===== src/rtl/pbe_pkg.sv =====
`timescale 1ns / 1ps
// Package for the PCI bus enumerator: sizes, phase and result codes,
// register offsets and the result record. No dependencies.
package pbe_pkg;

  localparam int STACK_DEPTH    = 256;
  localparam int DEVS_PER_BUS   = 32;
  localparam int FUNCS_PER_DEV  = 8;
  localparam int STK_AW         = $clog2(STACK_DEPTH);
  localparam int STK_CW         = STK_AW + 1;

  // Result queue: room for two results per transaction plus drain slack.
  localparam int QDEPTH = 4;
  localparam int QAW    = $clog2(QDEPTH);
  localparam int QCW    = $clog2(QDEPTH + 1);

  localparam logic [4:0]  OFF_ID      = 5'd0;
  localparam logic [4:0]  OFF_HDR     = 5'd12;
  localparam logic [4:0]  OFF_BUS     = 5'h18;
  localparam logic [15:0] VENDOR_NONE = 16'hffff;
  localparam logic [6:0]  HDR_MASK    = 7'h7f;
  localparam logic [6:0]  HDR_BRIDGE  = 7'h01;

  typedef enum logic {
    IN_START = 1'b0,
    IN_RESP  = 1'b1
  } in_kind_t;

  typedef enum logic [1:0] {
    PH_IDLE = 2'd0,
    PH_ID   = 2'd1,
    PH_HDR  = 2'd2,
    PH_BUS  = 2'd3
  } phase_t;

  typedef enum logic [1:0] {
    RK_REQ   = 2'd0,
    RK_FOUND = 2'd1,
    RK_DONE  = 2'd2
  } res_kind_t;

  typedef struct packed {
    res_kind_t   result_kind;
    logic [7:0]  bus_number;
    logic [4:0]  device_number;
    logic [2:0]  function_number;
    logic [4:0]  register_offset;
    logic [31:0] id_word;
    logic        stack_overflowed;
    logic        last;
  } result_t;

endpackage


===== src/rtl/pbe_ram.sv =====
`timescale 1ns / 1ps
// Generic single-write, single-read RAM with registered read data.
// No dependencies.
module pbe_ram #(
  parameter int WIDTH = 8,
  parameter int DEPTH = 256
) (
  input  logic                     clk,
  input  logic                     wr_en,
  input  logic [$clog2(DEPTH)-1:0] wr_addr,
  input  logic [WIDTH-1:0]         wr_data,
  input  logic [$clog2(DEPTH)-1:0] rd_addr,
  output logic [WIDTH-1:0]         rd_data
);

  logic [WIDTH-1:0] mem_r [DEPTH];
  logic [WIDTH-1:0] rd_data_r;

  always_ff @(posedge clk) begin
    if (wr_en) begin
      mem_r[wr_addr] <= wr_data;
    end
    rd_data_r <= mem_r[rd_addr];
  end

  assign rd_data = rd_data_r;

endmodule


===== src/rtl/pci_bus_enumerator.sv =====
`timescale 1ns / 1ps
// PCI bus enumerator top level. Uses pbe_pkg and pbe_ram (bus stack).
// Timing: an accepted transaction sits in the input register and is processed
//   into the result queue once the queue has room for two results; out_valid is
//   registered, taken from the result queue count.
// Throughput: one input transaction per cycle while the result queue has room,
//   set by the result queue drain (one result per cycle).
// Reset: synchronous active-low rst_n clears phase, scan position, stack count,
//   overflow flag and queues; stack RAM contents are not cleared (no sweep).
module pci_bus_enumerator (
  input  logic        clk,
  input  logic        rst_n,
  // input channel
  input  logic        in_valid,
  output logic        in_ready,
  input  logic        in_kind,
  input  logic [31:0] in_read_data,
  // result channel
  output logic        out_valid,
  input  logic        out_ready,
  output logic [1:0]  out_result_kind,
  output logic [7:0]  out_bus_number,
  output logic [4:0]  out_device_number,
  output logic [2:0]  out_function_number,
  output logic [4:0]  out_register_offset,
  output logic [31:0] out_id_word,
  output logic        out_stack_overflowed,
  output logic        out_last
);

  localparam int AW = pbe_pkg::STK_AW;
  localparam int CW = pbe_pkg::STK_CW;

  // ---------------------------------------------------------------------
  // Input register
  // ---------------------------------------------------------------------
  logic        inr_valid_r, inr_valid_nxt;
  logic        inr_kind_r;
  logic [31:0] inr_data_r;
  logic        fire;     // held transaction is processed this cycle

  // ---------------------------------------------------------------------
  // Scan state
  // ---------------------------------------------------------------------
  pbe_pkg::phase_t phase_r, phase_nxt;
  logic [7:0]      bus_r, bus_nxt;
  logic [4:0]      dev_r, dev_nxt;
  logic [2:0]      fn_r, fn_nxt;
  logic [31:0]     saved_id_r, saved_id_nxt;
  logic [CW-1:0]   stk_cnt_r, stk_cnt_nxt;
  logic            ovf_r, ovf_nxt;

  // Stack RAM and bypass of a value written at the current read address
  logic            ram_we;
  logic [AW-1:0]   ram_raddr;
  logic [7:0]      ram_rdata;
  logic            byp_r;
  logic [7:0]      byp_data_r;
  logic [7:0]      top_val;

  // Decode
  logic       start_go, rsp;
  logic       id_absent, hdr_bridge;
  logic       adv_en, adv_skip, fn_wrap, dev_wrap;
  logic       push_en, ovf_set, stk_nonempty, stk_pop, scan_done;
  logic [7:0] push_val, pop_val;

  // Results
  pbe_pkg::result_t r0, r1;
  logic [1:0]       n_res;

  // Result queue
  pbe_pkg::result_t          q_mem_r [pbe_pkg::QDEPTH];
  logic [pbe_pkg::QAW-1:0]   q_head_r, q_tail_r, q_tail1;
  logic [pbe_pkg::QCW-1:0]   q_cnt_r;
  logic                      q_pop;

  // Processing needs room for two results; uses the registered count only.
  assign fire     = inr_valid_r && (q_cnt_r <= pbe_pkg::QCW'(pbe_pkg::QDEPTH - 2));
  assign in_ready = !inr_valid_r || fire;

  always_comb begin
    inr_valid_nxt = inr_valid_r;
    if (in_valid && in_ready) begin
      inr_valid_nxt = 1'b1;
    end else if (fire) begin
      inr_valid_nxt = 1'b0;
    end
  end

  always_ff @(posedge clk) begin
    if (!rst_n) begin
      inr_valid_r <= 1'b0;
    end else begin
      inr_valid_r <= inr_valid_nxt;
    end
  end

  always_ff @(posedge clk) begin
    if (in_valid && in_ready) begin
      inr_kind_r <= in_kind;
      inr_data_r <= in_read_data;
    end
  end

  // ---------------------------------------------------------------------
  // Decode of the held transaction
  // ---------------------------------------------------------------------
  assign top_val = byp_r ? byp_data_r : ram_rdata;

  always_comb begin
    start_go   = fire && (inr_kind_r == pbe_pkg::IN_START) && (phase_r == pbe_pkg::PH_IDLE);
    rsp        = fire && (inr_kind_r == pbe_pkg::IN_RESP) && (phase_r != pbe_pkg::PH_IDLE);
    id_absent  = (inr_data_r[15:0] == pbe_pkg::VENDOR_NONE);
    hdr_bridge = ((inr_data_r[22:16] & pbe_pkg::HDR_MASK) == pbe_pkg::HDR_BRIDGE);

    // Advance to the next function after an absent ID, a plain header or a
    // bridge's bus-number read.
    adv_en = rsp && (((phase_r == pbe_pkg::PH_ID) && id_absent) ||
                     ((phase_r == pbe_pkg::PH_HDR) && !hdr_bridge) ||
                     (phase_r == pbe_pkg::PH_BUS));
    // Absent function 0 skips the rest of the device.
    adv_skip = (phase_r == pbe_pkg::PH_ID) && (fn_r == 3'd0);
    fn_wrap  = adv_skip ||
               ((4'(fn_r) + 4'd1) >= 4'(pbe_pkg::FUNCS_PER_DEV));
    dev_wrap = fn_wrap &&
               ((6'(dev_r) + 6'd1) >= 6'(pbe_pkg::DEVS_PER_BUS));

    push_val = inr_data_r[15:8];
    push_en  = rsp && (phase_r == pbe_pkg::PH_BUS) &&
               (stk_cnt_r < CW'(pbe_pkg::STACK_DEPTH));
    ovf_set  = rsp && (phase_r == pbe_pkg::PH_BUS) && !push_en;

    // A bus pushed in this same step counts as stacked; a pop in that step takes it straight back.
    stk_nonempty = (stk_cnt_r != '0) || push_en;
    stk_pop      = adv_en && dev_wrap && stk_nonempty;
    scan_done    = adv_en && dev_wrap && !stk_nonempty;
    pop_val      = push_en ? push_val : top_val;

    ram_we = push_en && !stk_pop;

    if (start_go) begin
      stk_cnt_nxt = '0;
    end else if (ram_we) begin
      stk_cnt_nxt = stk_cnt_r + CW'(1);
    end else if (stk_pop && !push_en) begin
      stk_cnt_nxt = stk_cnt_r - CW'(1);
    end else begin
      stk_cnt_nxt = stk_cnt_r;
    end
    // Read the entry that will be on top after this edge.
    ram_raddr = stk_cnt_nxt[AW-1:0] - AW'(1);
  end

  pbe_ram #(
    .WIDTH (8),
    .DEPTH (pbe_pkg::STACK_DEPTH)
  ) u_stack (
    .clk     (clk),
    .wr_en   (ram_we),
    .wr_addr (stk_cnt_r[AW-1:0]),
    .wr_data (push_val),
    .rd_addr (ram_raddr),
    .rd_data (ram_rdata)
  );

  // ---------------------------------------------------------------------
  // Next state
  // ---------------------------------------------------------------------
  always_comb begin
    phase_nxt    = phase_r;
    bus_nxt      = bus_r;
    dev_nxt      = dev_r;
    fn_nxt       = fn_r;
    saved_id_nxt = saved_id_r;
    ovf_nxt      = ovf_r || ovf_set;
    if (start_go) begin
      phase_nxt    = pbe_pkg::PH_ID;
      bus_nxt      = '0;
      dev_nxt      = '0;
      fn_nxt       = '0;
      saved_id_nxt = '0;
      ovf_nxt      = 1'b0;
    end else if (adv_en) begin
      fn_nxt = fn_wrap ? 3'd0 : fn_r + 3'd1;
      if (fn_wrap) begin
        dev_nxt = dev_wrap ? 5'd0 : dev_r + 5'd1;
      end
      if (stk_pop) begin
        bus_nxt = pop_val;
      end
      phase_nxt = scan_done ? pbe_pkg::PH_IDLE : pbe_pkg::PH_ID;
    end else if (rsp && (phase_r == pbe_pkg::PH_ID)) begin
      saved_id_nxt = inr_data_r;
      phase_nxt    = pbe_pkg::PH_HDR;
    end else if (rsp && (phase_r == pbe_pkg::PH_HDR)) begin
      phase_nxt = pbe_pkg::PH_BUS;
    end
  end

  always_ff @(posedge clk) begin
    if (!rst_n) begin
      phase_r    <= pbe_pkg::PH_IDLE;
      bus_r      <= '0;
      dev_r      <= '0;
      fn_r       <= '0;
      saved_id_r <= '0;
      stk_cnt_r  <= '0;
      ovf_r      <= 1'b0;
      byp_r      <= 1'b0;
    end else begin
      phase_r    <= phase_nxt;
      bus_r      <= bus_nxt;
      dev_r      <= dev_nxt;
      fn_r       <= fn_nxt;
      saved_id_r <= saved_id_nxt;
      stk_cnt_r  <= stk_cnt_nxt;
      ovf_r      <= ovf_nxt;
      byp_r      <= ram_we;
    end
  end

  always_ff @(posedge clk) begin
    if (ram_we) begin
      byp_data_r <= push_val;
    end
  end

  // ---------------------------------------------------------------------
  // Result generation
  // ---------------------------------------------------------------------
  function automatic pbe_pkg::result_t mk_res(pbe_pkg::res_kind_t k, logic [7:0] b,
                                              logic [4:0] d, logic [2:0] f,
                                              logic [4:0] off, logic [31:0] id,
                                              logic ov);
    pbe_pkg::result_t r;
    r.result_kind      = k;
    r.bus_number       = b;
    r.device_number    = d;
    r.function_number  = f;
    r.register_offset  = off;
    r.id_word          = id;
    r.stack_overflowed = ov;
    r.last             = 1'b0;
    return r;
  endfunction

  always_comb begin
    pbe_pkg::result_t adv_res;
    if (scan_done) begin
      adv_res = mk_res(pbe_pkg::RK_DONE, 8'd0, 5'd0, 3'd0, pbe_pkg::OFF_ID, 32'd0,
                       ovf_r || ovf_set);
    end else begin
      adv_res = mk_res(pbe_pkg::RK_REQ, bus_nxt, dev_nxt, fn_nxt, pbe_pkg::OFF_ID,
                       32'd0, 1'b0);
    end
    r0    = adv_res;
    r1    = adv_res;
    n_res = 2'd0;
    if (start_go) begin
      r0    = mk_res(pbe_pkg::RK_REQ, 8'd0, 5'd0, 3'd0, pbe_pkg::OFF_ID, 32'd0, 1'b0);
      n_res = 2'd1;
    end else if (rsp) begin
      unique case (phase_r)
        pbe_pkg::PH_ID: begin
          if (!id_absent) begin
            r0 = mk_res(pbe_pkg::RK_REQ, bus_r, dev_r, fn_r, pbe_pkg::OFF_HDR, 32'd0, 1'b0);
          end
          n_res = 2'd1;
        end
        pbe_pkg::PH_HDR: begin
          if (hdr_bridge) begin
            r0    = mk_res(pbe_pkg::RK_REQ, bus_r, dev_r, fn_r, pbe_pkg::OFF_BUS,
                           32'd0, 1'b0);
            n_res = 2'd1;
          end else begin
            // found device, then the next request or done
            r0    = mk_res(pbe_pkg::RK_FOUND, bus_r, dev_r, fn_r, pbe_pkg::OFF_ID,
                           saved_id_r, 1'b0);
            n_res = 2'd2;
          end
        end
        pbe_pkg::PH_BUS: begin
          n_res = 2'd1;
        end
        default: begin
          n_res = 2'd0;
        end
      endcase
    end
    r0.last = (n_res == 2'd1);
    r1.last = 1'b1;
  end

  // ---------------------------------------------------------------------
  // Result queue
  // ---------------------------------------------------------------------
  assign q_pop   = out_valid && out_ready;
  assign q_tail1 = q_tail_r + pbe_pkg::QAW'(1);

  always_ff @(posedge clk) begin
    if (n_res != 2'd0) begin
      q_mem_r[q_tail_r] <= r0;
    end
    if (n_res == 2'd2) begin
      q_mem_r[q_tail1] <= r1;
    end
  end

  always_ff @(posedge clk) begin
    if (!rst_n) begin
      q_head_r <= '0;
      q_tail_r <= '0;
      q_cnt_r  <= '0;
    end else begin
      q_tail_r <= q_tail_r + pbe_pkg::QAW'(n_res);
      if (q_pop) begin
        q_head_r <= q_head_r + pbe_pkg::QAW'(1);
      end
      q_cnt_r <= q_cnt_r + pbe_pkg::QCW'(n_res) - pbe_pkg::QCW'(q_pop);
    end
  end

  assign out_valid            = (q_cnt_r != '0);
  assign out_result_kind      = q_mem_r[q_head_r].result_kind;
  assign out_bus_number       = q_mem_r[q_head_r].bus_number;
  assign out_device_number    = q_mem_r[q_head_r].device_number;
  assign out_function_number  = q_mem_r[q_head_r].function_number;
  assign out_register_offset  = q_mem_r[q_head_r].register_offset;
  assign out_id_word          = q_mem_r[q_head_r].id_word;
  assign out_stack_overflowed = q_mem_r[q_head_r].stack_overflowed;
  assign out_last             = q_mem_r[q_head_r].last;

  // ---------------------------------------------------------------------
  // Assertions
  // ---------------------------------------------------------------------
  a_stk_bound: assert property (@(posedge clk) disable iff (!rst_n)
    stk_cnt_r <= CW'(pbe_pkg::STACK_DEPTH))
    else $error("bus stack count above depth");

  a_q_bound: assert property (@(posedge clk) disable iff (!rst_n)
    q_cnt_r <= pbe_pkg::QCW'(pbe_pkg::QDEPTH))
    else $error("result queue overrun");

  a_idle_resp: assert property (@(posedge clk) disable iff (!rst_n)
    (fire && (inr_kind_r == pbe_pkg::IN_RESP) && (phase_r == pbe_pkg::PH_IDLE))
      |-> (n_res == 2'd0))
    else $error("response while idle produced a result");

  a_start_phase: assert property (@(posedge clk) disable iff (!rst_n)
    start_go |=> (phase_r == pbe_pkg::PH_ID) && (stk_cnt_r == '0))
    else $error("start did not open a scan");

  a_bypass: assert property (@(posedge clk) disable iff (!rst_n)
    byp_r |-> (stk_cnt_r != '0))
    else $error("stack bypass with empty stack");

endmodule


===== config.mk =====
export PLATFORM = sky130hd
export DESIGN_NAME = pci_bus_enumerator
export DESIGN_NICKNAME = d
export VERILOG_FILES = /design/src/rtl/pbe_pkg.sv /design/src/rtl/pbe_ram.sv /design/src/rtl/pci_bus_enumerator.sv
export SDC_FILE = /design/constraint.sdc
export NUM_CORES = 2
export LEC_CHECK = 0
export BUFFER_PORTS_ARGS = -buffer_cell sky130_fd_sc_hd__buf_2
export CAP_MARGIN = 0
export CORE_AREA = 8 8 454 501
export CTS_BUF_LIST = sky130_fd_sc_hd__clkbuf_4 sky130_fd_sc_hd__clkbuf_8
export DETAILED_ROUTE_END_ITERATION = 8
export DIE_AREA = 0 0 462 509
export GPL_TIMING_DRIVEN = 0
export PLACE_DENSITY = 0.57
export SETUP_SLACK_MARGIN = 0.2
export SYNTH_ARGS = -nofsm -noshare
export SYNTH_HDL_FRONTEND = slang
export SYNTH_HIERARCHICAL = 1
export SYNTH_SLANG_ARGS = --single-unit

===== constraint.sdc =====
create_clock -name clk -period 8.5 [get_ports clk]
set_input_delay 1.7 -clock clk [delete_from_list [all_inputs] [get_ports clk]]
set_output_delay 1.7 -clock clk [all_outputs]
set_load 0.01 [all_outputs]

==> run metrics <==
first-pass GRT wire length=412 mm; total power=23.6 mW; clk_lat worst skew=1.11 ns; synthesized flop and latch total=2388; reg-to-reg endpoint=u_stack/rd_data[0]; Final Setup Violations=0; WP data arrival=9.10 ns; Logic pwr share=0.040; RR Startpoint=inr_data_r[15]; worst r2r path cells=25; Area growth syn-to-layout=15.7%; Final #Nets=5582; Post-synth ARST share=0; Flop pwr share=0.548; clock slew at reported path FFs=0.06 ns; Initial DRT Pass Iterations=9; Avg Cell Area, Syn=19.0 sq um; Hold WS=0.451 ns; outcome=completed; Setup crit start=inr_data_r[15]; max-slew headroom at the worst pin=0.0169; RSZ-0062 raised after global routing=yes; Synth Area in Compound Gates=0.0582; Post-Synth XOR/XNOR Area=0.00159; Post-Synthesis Cells=4924; largest area contributor in the synthesized netlist=edfxtp_1; slowest CP cell=nor3_1; DRC viols=0; Post-DP Area=100000 sq um; kind of critical path=reg2reg; CTS root buffer=clkbuf_8; 1st-iter DRT viols=7056; worst reg2reg setup slack=0.32 ns; Synth Area in Simple Gates=0.0370; Final ANT Viol Nets=0; Final Hold Vio Count=0; Max Slew Vio Count=0; CTS tree=yes; total clock buffers created by CTS=398; hold_buf cts=0; Distinct cells, synth=92; WP depth=25; vias=53400; core area=219000 sq um; DP Wirelength=207 mm; Crit path buffers/inverters=10; die width=462 um; delay-heaviest family, CP=simple AND/OR/NAND/NOR gates; largest net degree at the start of global routing=33; Initial Util=0.427; post-synthesis sequential area ratio=0.742; Area contributors post-synth=edfxtp_1, mux4_2, dfxtp_1; Synth Area in Adders=0.00249; P_int=18.5 mW; Switch Pwr=5.14 mW; switch share=0.218; CP endpoint kind=flop; Least-Margin Pin Slew=1.47 ns; Pwr Density=218 nW/um^2; Critical Path End=u_stack/rd_data[0]; Worst Skew=0.113 ns; Final period util=0.963; total track usage=0.249; Top FF cell, synth=edfxtp_1; final WL=299 mm; DR WL/cell=34.2 um; Tmin final=8.18 ns; Avg Vias per Cell=6.11; Critical Path Fanout Max=17; post-synth top area share=0.693; Syn Std Cell Area=93600 sq um; grt ovf=0; row count=181; clk buf depth=4; Max H-tree Level=5; fmax=122 MHz; largest family of logic cells by synthesized area=multiplexers; I/O pin cnt=96; EDFF count, synth=2161; number of global-route vias before repair=53100; RePlAce Congestion=0.939; crit start category=flop; HP Class=reg2reg; Worst EP required=9.42 ns; Max IR drop VDD=0.191 mV; share of cells above drive strength 1=0.270; yosys warns=6; MaxCap Viol Count=0; setup TNS=0 ns; die area=235000 sq um; total leakage power=35.8 nW; PortBufs=93; slowest stage delay, CP=0.69 ns; mux contribution to synthesized area=0.138; Die H=509 um; initial antenna violation count=11; Clk pwr share=0.412; clk sinks=2388; post-route cell area=108000 sq um
[what timing repair did]
item | in CTS | in global routing
cloned | 0 | 0
buffers inserted | 8 | 5
resized for setup | 74 | 32
pin swaps | 1 | 1
setup endpoints to repair | 8 | 8
[power by group through the flow]
stage	sequential, mW	combinational (mW)	clock, mW
2_1_floorplan	13.4	0.298	0
5_1_grt	13.0	1.00	10.4
3_5_place_dp	13.2	0.932	0
4_1_cts	13.0	0.952	9.92
3_3_place_gp	13.6	0.448	0
6_report	13.0	0.945	9.74
[cells in the mapped netlist, types with 17 or more instances]
| cell type | instances |
|---|---|
| nor2b_1 | 36 |
| clkbuf_1 | 167 |
| nand4_1 | 26 |
| buf_1 | 29 |
| buf_4 | 29 |
| mux2i_1 | 143 |
| nor3_1 | 35 |
| mux4_2 | 509 |
| buf_2 | 42 |
| nand2_1 | 148 |
| ha_1 | 17 |
| nand3_1 | 60 |
| o21ai_0 | 31 |
| o211ai_1 | 23 |
| nor2_1 | 355 |
| edfxtp_1 | 2161 |
| o22ai_1 | 36 |
| o221ai_1 | 46 |
| a211oi_1 | 26 |
| a22oi_1 | 137 |
| inv_1 | 37 |
| a21oi_1 | 163 |
| buf_6 | 22 |
| dfxtp_1 | 227 |
| nor4_1 | 29 |
| a22o_1 | 169 |
[per-stage QoR]
step           instances   util  setup WS (ns)
6_report            8750  0.494          0.317
5_1_grt             8747  0.494         0.0986
4_1_cts             8739  0.493          0.211
3_5_place_dp        8042  0.458          -1.30
3_3_place_gp        7946  0.446          -8.77
2_1_floorplan       4925      -          0.210
[worst min-delay path by stage]
stage,startpoint,to,slack (ns),cells past startpoint
2_1_floorplan,q_mem_r[1][0],q_mem_r[1][0],0.42,2
3_3_place_gp,q_mem_r[1][55],q_mem_r[1][55],0.43,1
3_5_place_dp,q_mem_r[3][55],q_mem_r[3][55],0.44,1
4_1_cts,q_mem_r[3][55],q_mem_r[3][55],0.45,1
5_1_grt,q_mem_r[2][55],q_mem_r[2][55],0.48,1
6_report,q_mem_r[3][55],q_mem_r[3][55],0.45,1
[routing by layer]
layer | global-route usage | up-vias | wire (um)
li1 | - | 21500 | -
met1 | 0.322 | 28300 | 113000
met2 | 0.397 | 2991 | 140000
met3 | 0.0568 | 637 | 28500
met4 | 0.125 | 0 | 17700
met5 | 0 | - | 0
[state kept, by name, indices dropped and copies added (netlist names), named ones only]
register,flops
phase_r,2
saved_id_r,32
byp_data_r,8
stk_cnt_r,9
u_stack/mem_r,2048
q_cnt_r,3
dev_r,5
byp_r,1
inr_valid_r,1
ovf_r,1
q_mem_r,220
u_stack/rd_data,8
q_head_r,2
inr_data_r,32
inr_kind_r,1
bus_r,8
fn_r,3
q_tail_r,2
[cells by family (layout without fill, tap and decap cells)]
family                   after synthesis  count (layout)
flip-flops                          2388            2388
multiplexers                         655             655
adder cells (fa/ha/maj)               18              18
AO/OA/AOI/OAI                        737             737
XOR/XNOR                              17              17
other                                  1               8
AND/OR/NAND/NOR                      759             759
buffers and inverters                349            1240
[layout by cell type (no fill, tap or decap), drive strengths merged, types with 11 or more instances in the layout]
| cell type | count |
|---|---|
| edfxtp | 2161 |
| clkbuf | 716 |
| mux4 | 511 |
| nor2 | 357 |
| buf | 333 |
| dfxtp | 227 |
| a22o | 171 |
| a21oi | 165 |
| nand2 | 148 |
| mux2i | 143 |
| a22oi | 137 |
| clkinv | 128 |
| nand3 | 62 |
| o221ai | 47 |
| inv | 39 |
| o22ai | 39 |
| nor2b | 36 |
| nor3 | 36 |
| o21ai | 33 |
| nor4 | 33 |
| a211oi | 27 |
| nand4 | 26 |
| o211ai | 24 |
| ha | 17 |
| a21o | 15 |
| a221oi | 15 |
| and2 | 12 |
| xnor2 | 12 |
| a31oi | 11 |
[worst reg2reg max path, delay by kind of cell (launching register included)]
family          cells  cell delay [ns]
simple gates        9             3.16
buf+inv            10             2.73
fa+ha+maj           2             0.74
compound gates      2             0.50
mux                 1             0.38
flops               1             0.37
xor+xnor            1             0.15
[layout make-up]
type | count | area [sq um]
fillers | 18200 | 111000
flip-flops and latches | 2388 | 69400
multi-input cells | 2188 | 22600
clock buffers | 545 | 6650
well taps | 2928 | 3660
repair buffers | 202 | 3040
plain buffers | 310 | 1910
clock inverters | 144 | 802
inverters | 39 | 149
diodes | 6 | 15.0
Power figures use the tool's default switching activity.
